[config.mk]
export PLATFORM = sky130hd
export DESIGN_NAME = wua_ctrl
export DESIGN_NICKNAME = d
export VERILOG_FILES = /design/src/sv/wua_pkg.sv /design/src/sv/wua_ctrl.sv
export SDC_FILE = /design/constraint.sdc
export NUM_CORES = 1
export LEC_CHECK = 0
export ABC_AREA = 1
export BUFFER_PORTS_ARGS = -buffer_cell sky130_fd_sc_hd__buf_2
export CORE_MARGIN = 3
export CORE_UTILIZATION = 40
export DETAILED_ROUTE_END_ITERATION = 6
export GPL_ROUTABILITY_DRIVEN = 1
export PLACE_DENSITY = 0.74
export SLEW_MARGIN = 5
export SYNTH_ARGS = -nofsm -noshare
export SYNTH_HDL_FRONTEND = slang
export SYNTH_SLANG_ARGS = --single-unit
[constraint.sdc]
create_clock -name clock -period 2.1 [get_ports clock]
set_clock_uncertainty 0.15 [all_clocks]
set_input_delay 0.105 -clock clock [delete_from_list [all_inputs] [get_ports clock]]
set_output_delay 0.105 -clock clock [all_outputs]
set_load 0.05 [all_outputs]
[src/sv/wua_pkg.sv]
`timescale 1ns / 1ps

package wua_pkg;

   // Default sizing of the history and of the core lanes
   localparam int HISTORY_DEPTH_DEF = 15;
   localparam int MAX_CORES_DEF     = 8;

   // Fixed field widths
   localparam int USAGE_W     = 7;
   localparam int CORE_FIELDS = 8;
   localparam int CSR_W       = 4;
   localparam int QUOT_W      = 7;

   localparam logic [CSR_W-1:0] CORES_RESET = 4'd8;

   // Word kinds on the request channel
   localparam logic KIND_STORE  = 1'b0;
   localparam logic KIND_REPORT = 1'b1;

   // Controller states, one-hot
   typedef enum logic [5:0] {
      ST_IDLE  = 6'b000001,
      ST_READ  = 6'b000010,
      ST_DRAIN = 6'b000100,
      ST_LOAD  = 6'b001000,
      ST_DIV   = 6'b010000,
      ST_DONE  = 6'b100000
   } wua_state_type;

   // Commands from controller to datapath
   typedef struct packed {
      logic store;
      logic clear;
      logic rd_en;
      logic div_load;
      logic div_step;
      logic load_out;
   } wua_cmd_type;

   // Status from datapath to controller
   typedef struct packed {
      logic count_zero;
      logic rd_last;
      logic out_free;
   } wua_sts_type;

endpackage

[src/sv/wua_ctrl.sv]
`timescale 1ns / 1ps

module wua_ctrl import wua_pkg::*; (
   input  logic        clock,
   input  logic        reset,
   input  logic        req_valid,
   input  logic        req_kind,
   output logic        req_ready,
   input  wua_sts_type sts,
   output wua_cmd_type cmd
);

   localparam int DCW = $clog2(QUOT_W);

   wua_state_type  state_ff, state_in;
   logic [DCW-1:0] div_cnt_ff, div_cnt_in;

   always_ff @(posedge clock) begin
      if (reset) begin
         state_ff   <= ST_IDLE;
         div_cnt_ff <= '0;
      end else begin
         state_ff   <= state_in;
         div_cnt_ff <= div_cnt_in;
      end
   end

   // Sequence store, sweep, divide and hand-off
   always_comb begin
      state_in   = state_ff;
      div_cnt_in = div_cnt_ff;
      cmd        = '0;
      req_ready  = 1'b0;
      case (state_ff)
         ST_IDLE: begin
            req_ready = 1'b1;
            if (req_valid) begin
               if (req_kind == KIND_STORE) begin
                  cmd.store = 1'b1;
               end else if (!sts.count_zero) begin
                  cmd.clear = 1'b1;
                  state_in  = ST_READ;
               end
            end
         end
         ST_READ: begin
            cmd.rd_en = 1'b1;
            if (sts.rd_last) begin
               state_in = ST_DRAIN;
            end
         end
         ST_DRAIN: begin
            state_in = ST_LOAD;
         end
         ST_LOAD: begin
            cmd.div_load = 1'b1;
            div_cnt_in   = '0;
            state_in     = ST_DIV;
         end
         ST_DIV: begin
            cmd.div_step = 1'b1;
            div_cnt_in   = div_cnt_ff + DCW'(1);
            if (div_cnt_ff == DCW'(QUOT_W - 1)) begin
               state_in = ST_DONE;
            end
         end
         ST_DONE: begin
            if (sts.out_free) begin
               cmd.load_out = 1'b1;
               state_in     = ST_IDLE;
            end
         end
         default: begin
            state_in = ST_IDLE;
         end
      endcase
   end

endmodule

==> impl_metrics.csv <==
group,metric,value,unit
yosys,synth_area,599.3,µm²
setup_path,crit_required,1.85,ns
global_route,antenna_found_initial,0,
clock_network,postCtsSetupRepairBufs,0,
yosys,synth_cell_type_count,19,
sta,worst_pin_slew,0.2421,ns
global_route,grtUsageTotal,14.93,%
yosys,synthMuxAreaShare,0,%
placement,io_buffers,13,
routing,drt_pass1_iterations,4,
routing,route.detailed.drc,0,
floorplanning,dieArea,1999,µm²
yosys,yosys_warnings,0,
routing,via_count,599,
yosys,synth_cells,90,
sta,slew_headroom,83.84,%
yosys,synth-simple-area-share,47.18,%
worst_hold_path,hp-class,"input port to register",
setup_path,critPathKind,"register to output pin",
clock_network,cts_root_buf,"clkbuf_4",
yosys,synth_top_family_by_area,"simple AND/OR/NAND/NOR gates",
sta,setup_viol,0,
clock_network,ctsHoldBuffers,1,
setup_path,r2r_slack,0.68,ns
global_route,first_global_vias,518,
floorplanning,floorplan.initialDensity,44.39,%
yosys,ys_seq_elements,9,
worst_hold_path,hold_path_end,"state_ff[2]",
setup_path,endpoint_kind,"output pin",
routing,routed_via_density,4.910,
yosys,ys_seq_area_share,30.06,%
setup_path,cp_max_fo,4,
setup_path,r2r-end,"state_ff[5]",
layout,final-seq-area,180.2,µm²
floorplanning,coreArea,1350,µm²
clock_network,htree_levels,1,
sta,rsz0062_at_grt,"false",
clock_network,cts_tree,"built",
routing,routedWlPerCell,10.33,µm
floorplanning,die_x,44.71,µm
global_route,grt_max_degree,10,
sta,max_freq,0.5703,GHz
yosys,synthXorXnorAreaFrac,0,%
routing,drt_iter0_drc,9,
sta,fin_hold_ws,0.2197,ns
global_route,grt_first_pass_wirelength,2.145,mm
sta,hold_violations,0,
layout,areaGrowthSynthToFinish,19.83,%
layout,nNetsFinal,117,
layout,drive_gt1_share,27.10,%
placement,gp_congestion,0.7851,
sta,setup_tns,0,ns
run,max_cap_violations,0,
setup_path,r2r-start,"state_ff[0]",
clock_network,cts_max_path_buffers,2,
global_route,grt_overflow,0,
sta,slew_violations,0,
power_and_ir_drop,power_density,1108,nW/µm²
setup_path,arrival,1.50,ns
placement,hpwlAfterDp,988.4,µm
layout,num_antenna_cells,0,
power_and_ir_drop,vdd_drop_max,402.8,µV
yosys,syn_nets,99,
clock_network,ctsResizeCount,0,
clock_network,worst_skew_pair.late_latency,0.26,ns
clock_network,cts_buffers,3,
sta,fin_crit_sh,83.49,%
yosys,synth_area_per_cell,6.659,µm²
routing,finalWirelength,1.260,mm
floorplanning,num_io_pins,14,
floorplanning,fp-row-count,13,
sta,min_period,1.753,ns
routing,ant_nets,0,
setup_path,startpoint_type,"register",
worst_hold_path,worstHoldStart,"sts[2]",
clock_network,cts_sinks,9,
layout,multi_input_area,346.6,µm²
worst_hold_path,holdPathStages,6,
power_and_ir_drop,p_leak,0.4164,nW
yosys,synth-compound-area-share,5.428,%
clock_network,cts.clk_slew.worst_paths,0.06,ns
layout,fill_cells,146,
setup_path,ff2ff_path_depth,8,
floorplanning,fp.dieH,44.71,µm
yosys,synth_fa_ha_area_share,4.175,%
status,status,"finished, final reports clean",
flip-flops by register name, indices dropped and copies added, names as in the netlist:
name and count:
div_cnt_ff 3, state_ff 6
power breakdown:
part / switching (mW) / internal, mW
Sequential: 0.0318 / 0.196
Clock: 0.0611 / 0.0733
Combinational: 0.303 / 0.131
Total: 0.395 / 0.400
cells in the final DEF, fill, tap and decap left out, types with 2 or more instances in the layout:
cell,instances
inv_1,19
nor2_1,13
buf_2,13
nand2_1,12
dfxtp_1,9
nand3_1,7
nand4_1,6
nor2_2,5
a21oi_1,4
nand3_2,3
clkbuf_4,3
nor2_4,2
ha_1,2
cells in the mapped netlist (all sizes together):
| cell | n | share of area, % |
|---|---|---|
| a21oi | 4 | 3.3 |
| and2 | 1 | 1.5 |
| buf | 1 | 1.3 |
| dfxtp | 9 | 30 |
| ha | 2 | 4.2 |
| inv | 19 | 12 |
| nand2 | 13 | 8.6 |
| nand3 | 10 | 11 |
| nand4 | 6 | 6.3 |
| nor2 | 20 | 17 |
| nor3 | 1 | 0.83 |
| nor4 | 1 | 1.0 |
| o211ai | 1 | 1.3 |
| o21ai | 1 | 0.83 |
| or2 | 1 | 1.0 |
worst max-delay path, cell delays in order, from the launching register on:
cell,delay (ns)
dfxtp_1,0.39
inv_1,0.07
nor2_2,0.14
nand3_1,0.17
nor4_2,0.16
buf_2,0.30
through the flow:
stage | area [µm²] | utilization, % | total power, mW | setup WS, ns | cells
2_1_floorplan | 605.6 | - | 0.5770 | 0.3154 | 90
3_3_place_gp | 681.9 | 50.51 | 0.6554 | 0.6703 | 117
3_5_place_dp | 681.9 | 50.51 | 0.6632 | 0.6145 | 117
4_1_cts | 718.2 | 53.20 | 0.8050 | 0.3199 | 122
5_1_grt | 718.2 | 53.20 | 0.8667 | 0.1996 | 122
6_report | 718.2 | 53.20 | 0.7954 | 0.3467 | 122
routing by layer:
layer	share of wire, %	global-route usage, %	up-vias	routed length [µm]
li1	-	-	322	-
met1	48	18.00	260	608
met2	45	22.92	15	570
met3	5.6	3.586	2	71
met4	0.79	10.84	0	10
met5	0	0	-	0
worst max path at each step:
stage | start | endpoint | slack, ns | cells past startpoint
detailed placement | state_ff[0] | cmd[4] | 0.61 | 5
global route | state_ff[0] | cmd[4] | 0.20 | 5
finish | state_ff[0] | cmd[4] | 0.35 | 5
global placement | state_ff[0] | cmd[4] | 0.67 | 5
CTS | state_ff[0] | cmd[4] | 0.32 | 5
floorplan | state_ff[0] | cmd[4] | 0.32 | 4
layout make-up:
| cell class | instances | area share, % |
|---|---|---|
| multi-input cells | 61 | 48.26 |
| flip-flops and latches | 9 | 25.09 |
| repair buffers | 14 | 10.45 |
| inverters | 19 | 9.930 |
| clock buffers | 4 | 3.659 |
| well taps | 15 | 2.613 |
logic make-up (layout without fill, tap and decap cells):
| logic type | count (synthesis) | count (layout) |
|---|---|---|
| buffers and inverters | 20 | 37 |
| DFF | 9 | 9 |
| AOI/OAI and AO/OA | 6 | 6 |
| adders and majority gates | 2 | 2 |
| and+or+nand+nor | 53 | 53 |
(Power assumes the default switching activity.)
