==> src/sv/wua_pkg.sv <==
`timescale 1ns / 1ps

package wua_pkg;

   // Default sizing of the history and of the core lanes
   localparam int HISTORY_DEPTH_DEF = 15;
   localparam int MAX_CORES_DEF     = 8;

   // Fixed field widths
   localparam int USAGE_W     = 7;
   localparam int CORE_FIELDS = 8;
   localparam int CSR_W       = 4;
   localparam int QUOT_W      = 7;

   localparam logic [CSR_W-1:0] CORES_RESET = 4'd8;

   // Word kinds on the request channel
   localparam logic KIND_STORE  = 1'b0;
   localparam logic KIND_REPORT = 1'b1;

   // Controller states, one-hot
   typedef enum logic [5:0] {
      ST_IDLE  = 6'b000001,
      ST_READ  = 6'b000010,
      ST_DRAIN = 6'b000100,
      ST_LOAD  = 6'b001000,
      ST_DIV   = 6'b010000,
      ST_DONE  = 6'b100000
   } wua_state_type;

   // Commands from controller to datapath
   typedef struct packed {
      logic store;
      logic clear;
      logic rd_en;
      logic div_load;
      logic div_step;
      logic load_out;
   } wua_cmd_type;

   // Status from datapath to controller
   typedef struct packed {
      logic count_zero;
      logic rd_last;
      logic out_free;
   } wua_sts_type;

endpackage

==> src/sv/wua_ram.sv <==
`timescale 1ns / 1ps

module wua_ram #(
   parameter int WIDTH = 8,
   parameter int DEPTH = 16
) (
   input  logic                                  clock,
   input  logic                                  we,
   input  logic [(DEPTH > 1 ? $clog2(DEPTH) : 1)-1:0] waddr,
   input  logic [WIDTH-1:0]                      wdata,
   input  logic                                  re,
   input  logic [(DEPTH > 1 ? $clog2(DEPTH) : 1)-1:0] raddr,
   output logic [WIDTH-1:0]                      rdata
);

   logic [WIDTH-1:0] mem_ff [DEPTH];
   logic [WIDTH-1:0] rdata_ff;

   // Write one word, read one word with registered data
   always_ff @(posedge clock) begin
      if (we) begin
         mem_ff[waddr] <= wdata;
      end
      if (re) begin
         rdata_ff <= mem_ff[raddr];
      end
   end

   assign rdata = rdata_ff;

endmodule

==> src/sv/wua_datapath.sv <==
`timescale 1ns / 1ps

module wua_datapath import wua_pkg::*; #(
   parameter int HISTORY_DEPTH = HISTORY_DEPTH_DEF,
   parameter int MAX_CORES     = MAX_CORES_DEF
) (
   input  logic               clock,
   input  logic               reset,
   input  wua_cmd_type        cmd,
   output wua_sts_type        sts,
   input  logic               csr_we,
   input  logic [CSR_W-1:0]   csr_wdata,
   input  logic [USAGE_W-1:0] in_general,
   input  logic [USAGE_W-1:0] in_core [CORE_FIELDS],
   input  logic               out_ready,
   output logic               out_valid,
   output logic [USAGE_W-1:0] out_general,
   output logic [USAGE_W-1:0] out_core [CORE_FIELDS]
);

   localparam int LANES = MAX_CORES + 1;
   localparam int AW    = HISTORY_DEPTH > 1 ? $clog2(HISTORY_DEPTH) : 1;
   localparam int CW    = $clog2(HISTORY_DEPTH + 1);
   localparam int SW    = USAGE_W + CW;
   localparam int DW    = SW + 2;
   localparam int MEM_W = USAGE_W * LANES;

   logic [CSR_W-1:0]   cores_ff;
   logic [CSR_W-1:0]   lanes_used;
   logic [CW-1:0]      count_ff;
   logic [AW-1:0]      slot_ff;
   logic [AW-1:0]      idx_ff;
   logic               pend_ff;
   logic               out_valid_ff;
   logic [MEM_W-1:0]   wr_data;
   logic [MEM_W-1:0]   rd_data;
   logic [DW-1:0]      dv_ff;
   logic [SW-1:0]      sum_ff  [LANES];
   logic [DW-1:0]      rem_ff  [LANES];
   logic [QUOT_W-1:0]  quot_ff [LANES];
   logic [USAGE_W-1:0] out_general_ff;
   logic [USAGE_W-1:0] out_core_ff [CORE_FIELDS];

   // Hold the lane-count register
   always_ff @(posedge clock) begin
      if (reset) begin
         cores_ff <= CORES_RESET;
      end else if (csr_we) begin
         cores_ff <= csr_wdata;
      end
   end

   // Saturate the lane count at the number of built lanes
   assign lanes_used = (cores_ff > CSR_W'(MAX_CORES)) ? CSR_W'(MAX_CORES) : cores_ff;

   // Pack one sample into a history word
   always_comb begin
      wr_data = '0;
      wr_data[USAGE_W-1:0] = in_general;
      for (int k = 0; k < MAX_CORES; k++) begin
         wr_data[(k + 1) * USAGE_W +: USAGE_W] = in_core[k];
      end
   end

   wua_ram #(
      .WIDTH (MEM_W),
      .DEPTH (HISTORY_DEPTH)
   ) u_wua_ram (
      .clock (clock),
      .we    (cmd.store),
      .waddr (slot_ff),
      .wdata (wr_data),
      .re    (cmd.rd_en),
      .raddr (idx_ff),
      .rdata (rd_data)
   );

   // Advance write slot and fill count, sweep the read index
   always_ff @(posedge clock) begin
      if (reset) begin
         count_ff <= '0;
         slot_ff  <= '0;
         idx_ff   <= '0;
         pend_ff  <= 1'b0;
      end else begin
         pend_ff <= cmd.rd_en;
         if (cmd.store) begin
            slot_ff <= (slot_ff == AW'(HISTORY_DEPTH - 1)) ? '0 : slot_ff + AW'(1);
            if (count_ff != CW'(HISTORY_DEPTH)) begin
               count_ff <= count_ff + CW'(1);
            end
         end
         if (cmd.clear) begin
            idx_ff <= '0;
         end else if (cmd.rd_en) begin
            idx_ff <= idx_ff + AW'(1);
         end
      end
   end

   // Shift the divisor down one place per quotient bit
   always_ff @(posedge clock) begin
      if (cmd.div_load) begin
         dv_ff <= DW'(count_ff) << QUOT_W;
      end else if (cmd.div_step) begin
         dv_ff <= dv_ff >> 1;
      end
   end

   // Per lane: accumulate, then divide by restoring steps
   for (genvar l = 0; l < LANES; l++) begin : g_lane
      always_ff @(posedge clock) begin
         if (cmd.clear) begin
            sum_ff[l] <= '0;
         end else if (pend_ff) begin
            sum_ff[l] <= sum_ff[l] + SW'(rd_data[l * USAGE_W +: USAGE_W]);
         end
         if (cmd.div_load) begin
            rem_ff[l]  <= DW'({sum_ff[l], 1'b0}) + DW'(count_ff);
            quot_ff[l] <= '0;
         end else if (cmd.div_step) begin
            if (rem_ff[l] >= dv_ff) begin
               rem_ff[l]  <= rem_ff[l] - dv_ff;
               quot_ff[l] <= {quot_ff[l][QUOT_W-2:0], 1'b1};
            end else begin
               quot_ff[l] <= {quot_ff[l][QUOT_W-2:0], 1'b0};
            end
         end
      end
   end

   // Hold the result word until it is taken
   always_ff @(posedge clock) begin
      if (reset) begin
         out_valid_ff <= 1'b0;
      end else if (cmd.load_out) begin
         out_valid_ff <= 1'b1;
      end else if (out_ready) begin
         out_valid_ff <= 1'b0;
      end
   end

   always_ff @(posedge clock) begin
      if (cmd.load_out) begin
         out_general_ff <= quot_ff[0];
      end
   end

   // Drop the lanes that are not in use
   for (genvar k = 0; k < CORE_FIELDS; k++) begin : g_out
      if (k < MAX_CORES) begin : g_built
         always_ff @(posedge clock) begin
            if (cmd.load_out) begin
               out_core_ff[k] <= (CSR_W'(k) < lanes_used) ? quot_ff[k + 1] : '0;
            end
         end
      end else begin : g_absent
         always_ff @(posedge clock) begin
            if (cmd.load_out) begin
               out_core_ff[k] <= '0;
            end
         end
      end
   end

   assign out_valid    = out_valid_ff;
   assign out_general  = out_general_ff;
   assign out_core     = out_core_ff;

   assign sts.count_zero = (count_ff == '0);
   assign sts.rd_last    = (CW'(idx_ff) == count_ff - CW'(1));
   assign sts.out_free   = !out_valid_ff || out_ready;

endmodule

==> config.mk <==
export PLATFORM = sky130hd
export DESIGN_NAME = wua_datapath
export DESIGN_NICKNAME = d
export VERILOG_FILES = /design/src/sv/wua_pkg.sv /design/src/sv/wua_ram.sv /design/src/sv/wua_datapath.sv
export SDC_FILE = /design/constraint.sdc
export NUM_CORES = 2
export LEC_CHECK = 0
export BUFFER_PORTS_ARGS = -buffer_cell sky130_fd_sc_hd__buf_2
export CORE_UTILIZATION = 25
export DETAILED_ROUTE_END_ITERATION = 6
export PLACE_DENSITY = 0.49
export SLEW_MARGIN = 20
export SYNTH_ARGS = -nofsm -noshare
export SYNTH_HDL_FRONTEND = slang
export SYNTH_HIERARCHICAL = 1
export SYNTH_SLANG_ARGS = --single-unit
==> constraint.sdc <==
create_clock -name clock -period 8.66 [get_ports clock]
set_input_delay 1.732 -clock clock [delete_from_list [all_inputs] [get_ports clock]]
set_output_delay 1.732 -clock clock [all_outputs]
set_load 0.01 [all_outputs]
==> impl_results.md <==
- Clock network latency to the later pin of the worst-skew pair: 0.82 ns
- Mux cell area share after synthesis: 0.08728
- Syn_nets: 4,310
- IO Pins: 144
- Max Slew Vio Count: 0
- H-Tree Depth: 4
- Placed Instances: 7,382
- Distinct cells, synth: 74
- Setup bufs post-CTS: 0
- Yosys warning total: 6
- Resized cells post-CTS: 0
- Wire per inst: 20.00 um
- Largest vdd supply drop: 0.0001972 V
- Layout cell share with drive strength beyond 1: 0.1575
- Final clock period utilization by the worst path: 0.5149
- Number of non-filler instances in the completed layout: 7,659
- Final Net Count: 4,517
- Number of vias in the routed layout: 34,310
- Aggregate routed wire length: 153.2 mm
- RSZ-0062 raised after global routing: false
- Number of inserted filler cells in the final layout: 24,600
- Vias in the first global route: 34,380
- Final antenna-violating net count: 0
- Port buffer count: 143
- Path type of the worst setup path: reg2out
- Sequential share of the synthesized area: 0.6645
- Pre-antenna DRT Iters: 5
- Setup tns final: 0 ns
- Min cycle time layout: 4.459 ns
- Final core utilization: 0.2904
- Number of antenna violations at the first check in global routing: 32
- TritonCTS clock tree: done
- Run status: finished, final reports clean
- Number of hold buffers added after CTS: 0
- Overall fraction of global-route tracks in use: 0.1213
- Routed length on met2: 70.52 mm
- Clock tree root buffer cell: sky130_fd_sc_hd__clkbuf_16
- Initial standard-cell utilization of the core: 0.2516
- Element type at the critical path start: flip-flop
- WL met1: 72.10 mm
- Worst clock skew: 0.07783 ns
- Xor/xnor cell area share of the yosys netlist: 0.03309
- Area fraction in compound gates after synthesis: 0.07444
- Number of flip-flops and latches in the synthesized netlist: 1,379
- Final Hold Violating Endpoints: 0
- Chip height: 499.8 um
- DRC violations left: 0
- Total Die Area: 249,800 um^2
- Post-detailed-route via-to-cell ratio: 4.480
- Mean post-synth cell area: 15.43 um^2
- Slew HR: 0.2547
- P per Cell Area: 237.1 nW/um^2
- Cell area after synthesis: 61,940 um^2
- Most frequently used flop master after synthesis: sky130_fd_sc_hd__edfxtp_1
- Hold Slack: 0.4266 ns
- Kind of capture point of the worst setup path: output pin
- Pin count of the biggest net entering global routing: 100
- Overflow left after global routing: 0
- Clock tree buffer depth: 3
- Transition at the pin with the smallest max-transition slack: 1.118 ns
- Cells traversed along the worst timing path: buf_4 -> inv_1 -> ha_1 -> xnor2_1 -> nor4_1 -> buf_2
- Fraction of the mapped netlist area in adder cells: 0.04751
- Area overhead of the layout relative to synthesis: 15.42%
- WP data arrival: 2.73 ns
- Post-CTS clock slew at the launch and capture registers of the worst setup and hold paths: 0.06 ns
- Largest family of logic cells by synthesized area: multiplexers
- Rows: 182
- Core area: 246,200 um^2
- Slowest CP cell: sky130_fd_sc_hd__inv_1
- Detailed route wirelength on metal3: 7.782 mm
- Largest stage delay on the critical path: 0.44 ns
- Number of instances in the synthesized netlist: 4,014
- Max_cap viols: 0
- Largest driver fanout on the critical path: 11
- Area share of and/or/nand/nor cells after synthesis: 0.07262
- Placed standard-cell area: 66,620 um^2
- Share of flip-flops with an asynchronous set or reset after synthesis: 0
- Kind of path behind the tightest hold check: reg2reg
- Routability-driven placement congestion ratio: 0.7692
- Static leakage: 24.04 nW
- Highest attainable clock frequency: 224.3 MHz
- Count of final setup violators: 0
- Number of sinks handled by clock tree synthesis: 1,379
- Die Width: 499.8 um
- Clock buffer count from CTS: 148
- Global-route wire length before repair: 227.4 mm
- Critical Path RT: 6.93 ns
- Detailed placement HPWL: 94.14 mm
- Number of enable-type register cells in the synthesized netlist: 1,354
- Post-route cell area: 71,490 um^2
- Highest metal layer used by the detailed router: met5
- DRT iter0 DRCs: 2,319
-- critical path: cells and delay by family, from the launching register on --
kind | cells | cell delay [ns]
adders and majority gates | 1 | 0.36
xor gates and xnor gates | 1 | 0.16
DFF | 1 | 0.30
buffers and inverters | 3 | 0.86
and+or+nand+nor | 1 | 0.28
-- state kept, by name (all words and copies together) (netlist names), 7 cells and up --
register / cells
out_general: 7
u_wua_ram/mem_ff: 945
dv_ff: 11
sum_ff: 99
quot_ff: 63
rem_ff: 117
out_core: 56
u_wua_ram/rdata: 63
-- cells by family (layout without fill, tap and decap cells) --
| logic type | after synthesis | in the layout |
|---|---|---|
| DFF | 1379 | 1379 |
| and+or+nand+nor | 903 | 903 |
| AOI/OAI and AO/OA | 690 | 690 |
| muxes | 321 | 321 |
| buffers and inverters | 268 | 596 |
| xor gates and xnor gates | 234 | 234 |
| adders and majority gates | 219 | 219 |
| other | 0 | 5 |
-- layout make-up --
cell class / instances / area (um^2) / share of cell area
diodes: 5 / 12.51 / 0.0001750
clock buffers: 178 / 3837 / 0.05368
clock inverters: 93 / 998.5 / 0.01397
inverters: 119 / 446.7 / 0.006248
multi-input cells: 2367 / 19680 / 0.2752
flip-flops and latches: 1379 / 41170 / 0.5758
well taps: 3312 / 4144 / 0.05796
repair buffers: 206 / 1207 / 0.01689
-- layer usage --
layer / vias up / global-route usage
li1: 15920 / -
met4: 12 / 0.02616
met5: - / 0
met1: 17400 / 0.1700
met2: 766 / 0.1933
met3: 217 / 0.02360
-- through the flow --
stage / power (mW) / setup WS [ns]
floorplan: 10.05 / 1.596
global placement: 10.75 / 3.829
detailed placement: 10.77 / 3.750
CTS: 17.14 / 3.837
global route: 17.74 / 3.927
finish: 16.95 / 4.201
-- worst paths after layout --
check	startpoint	end	slack, ns	depth (start not counted)
worst max-delay path	count_ff[0]	sts[1]	4.20	6
worst min-delay path	quot_ff[0][6]	out_general[6]	0.43	0
worst max register to register	dv_ff[1]	rem_ff[8][1]	4.86	10
worst min register to register	quot_ff[0][6]	out_general[6]	0.43	0
-- placed cells by master (no fill, tap or decap), types with 99 or more instances in the layout --
cell,count
sky130_fd_sc_hd__xnor2_1,131
sky130_fd_sc_hd__edfxtp_1,1354
sky130_fd_sc_hd__buf_2,142
sky130_fd_sc_hd__nor2_1,245
sky130_fd_sc_hd__nand2_1,165
sky130_fd_sc_hd__mux4_2,174
sky130_fd_sc_hd__ha_1,192
sky130_fd_sc_hd__nor2b_1,99
sky130_fd_sc_hd__o21ai_0,114
sky130_fd_sc_hd__clkbuf_16,149
sky130_fd_sc_hd__mux2i_1,140
sky130_fd_sc_hd__inv_1,117
sky130_fd_sc_hd__xor2_1,103
sky130_fd_sc_hd__a21oi_1,193
-- cell usage after synthesis (15+ instances only) --
master / n / share of area
sky130_fd_sc_hd__a31oi_1: 28 / 0.0028
sky130_fd_sc_hd__o21a_1: 25 / 0.0030
sky130_fd_sc_hd__xnor2_1: 131 / 0.019
sky130_fd_sc_hd__mux4_2: 174 / 0.063
sky130_fd_sc_hd__nand3_1: 49 / 0.0040
sky130_fd_sc_hd__inv_1: 118 / 0.0072
sky130_fd_sc_hd__a22oi_2: 33 / 0.0067
sky130_fd_sc_hd__or3_1: 16 / 0.0016
sky130_fd_sc_hd__mux2i_1: 140 / 0.023
sky130_fd_sc_hd__nand4_1: 34 / 0.0034
sky130_fd_sc_hd__and2_1: 86 / 0.0087
sky130_fd_sc_hd__a22oi_1: 32 / 0.0039
sky130_fd_sc_hd__ha_1: 192 / 0.039
sky130_fd_sc_hd__nor2b_1: 101 / 0.010
sky130_fd_sc_hd__o211ai_1: 57 / 0.0069
sky130_fd_sc_hd__buf_6: 19 / 0.0035
sky130_fd_sc_hd__and3_1: 23 / 0.0023
sky130_fd_sc_hd__xor2_1: 103 / 0.015
sky130_fd_sc_hd__a211o_1: 21 / 0.0030
sky130_fd_sc_hd__nor2_1: 259 / 0.016
sky130_fd_sc_hd__o21ai_0: 114 / 0.0092
sky130_fd_sc_hd__dfxtp_1: 25 / 0.0081
sky130_fd_sc_hd__nor3_1: 60 / 0.0048
sky130_fd_sc_hd__nand2_1: 166 / 0.010
sky130_fd_sc_hd__a21o_1: 71 / 0.0086
sky130_fd_sc_hd__buf_2: 58 / 0.0047
sky130_fd_sc_hd__nand2b_1: 63 / 0.0064
sky130_fd_sc_hd__a21oi_1: 195 / 0.016
sky130_fd_sc_hd__nor3b_1: 15 / 0.0018
sky130_fd_sc_hd__o22ai_1: 16 / 0.0016
sky130_fd_sc_hd__edfxtp_1: 1354 / 0.66
sky130_fd_sc_hd__fa_1: 27 / 0.0087
sky130_fd_sc_hd__clkbuf_1: 52 / 0.0032
sky130_fd_sc_hd__o21ai_1: 20 / 0.0016
-- power breakdown --
group | switching [mW] | internal [mW]
sequential | 0.198 | 7.76
clock | 2.77 | 3.54
combinational | 1.56 | 1.12
total | 4.53 | 12.4
(Power assumes the default switching activity.)
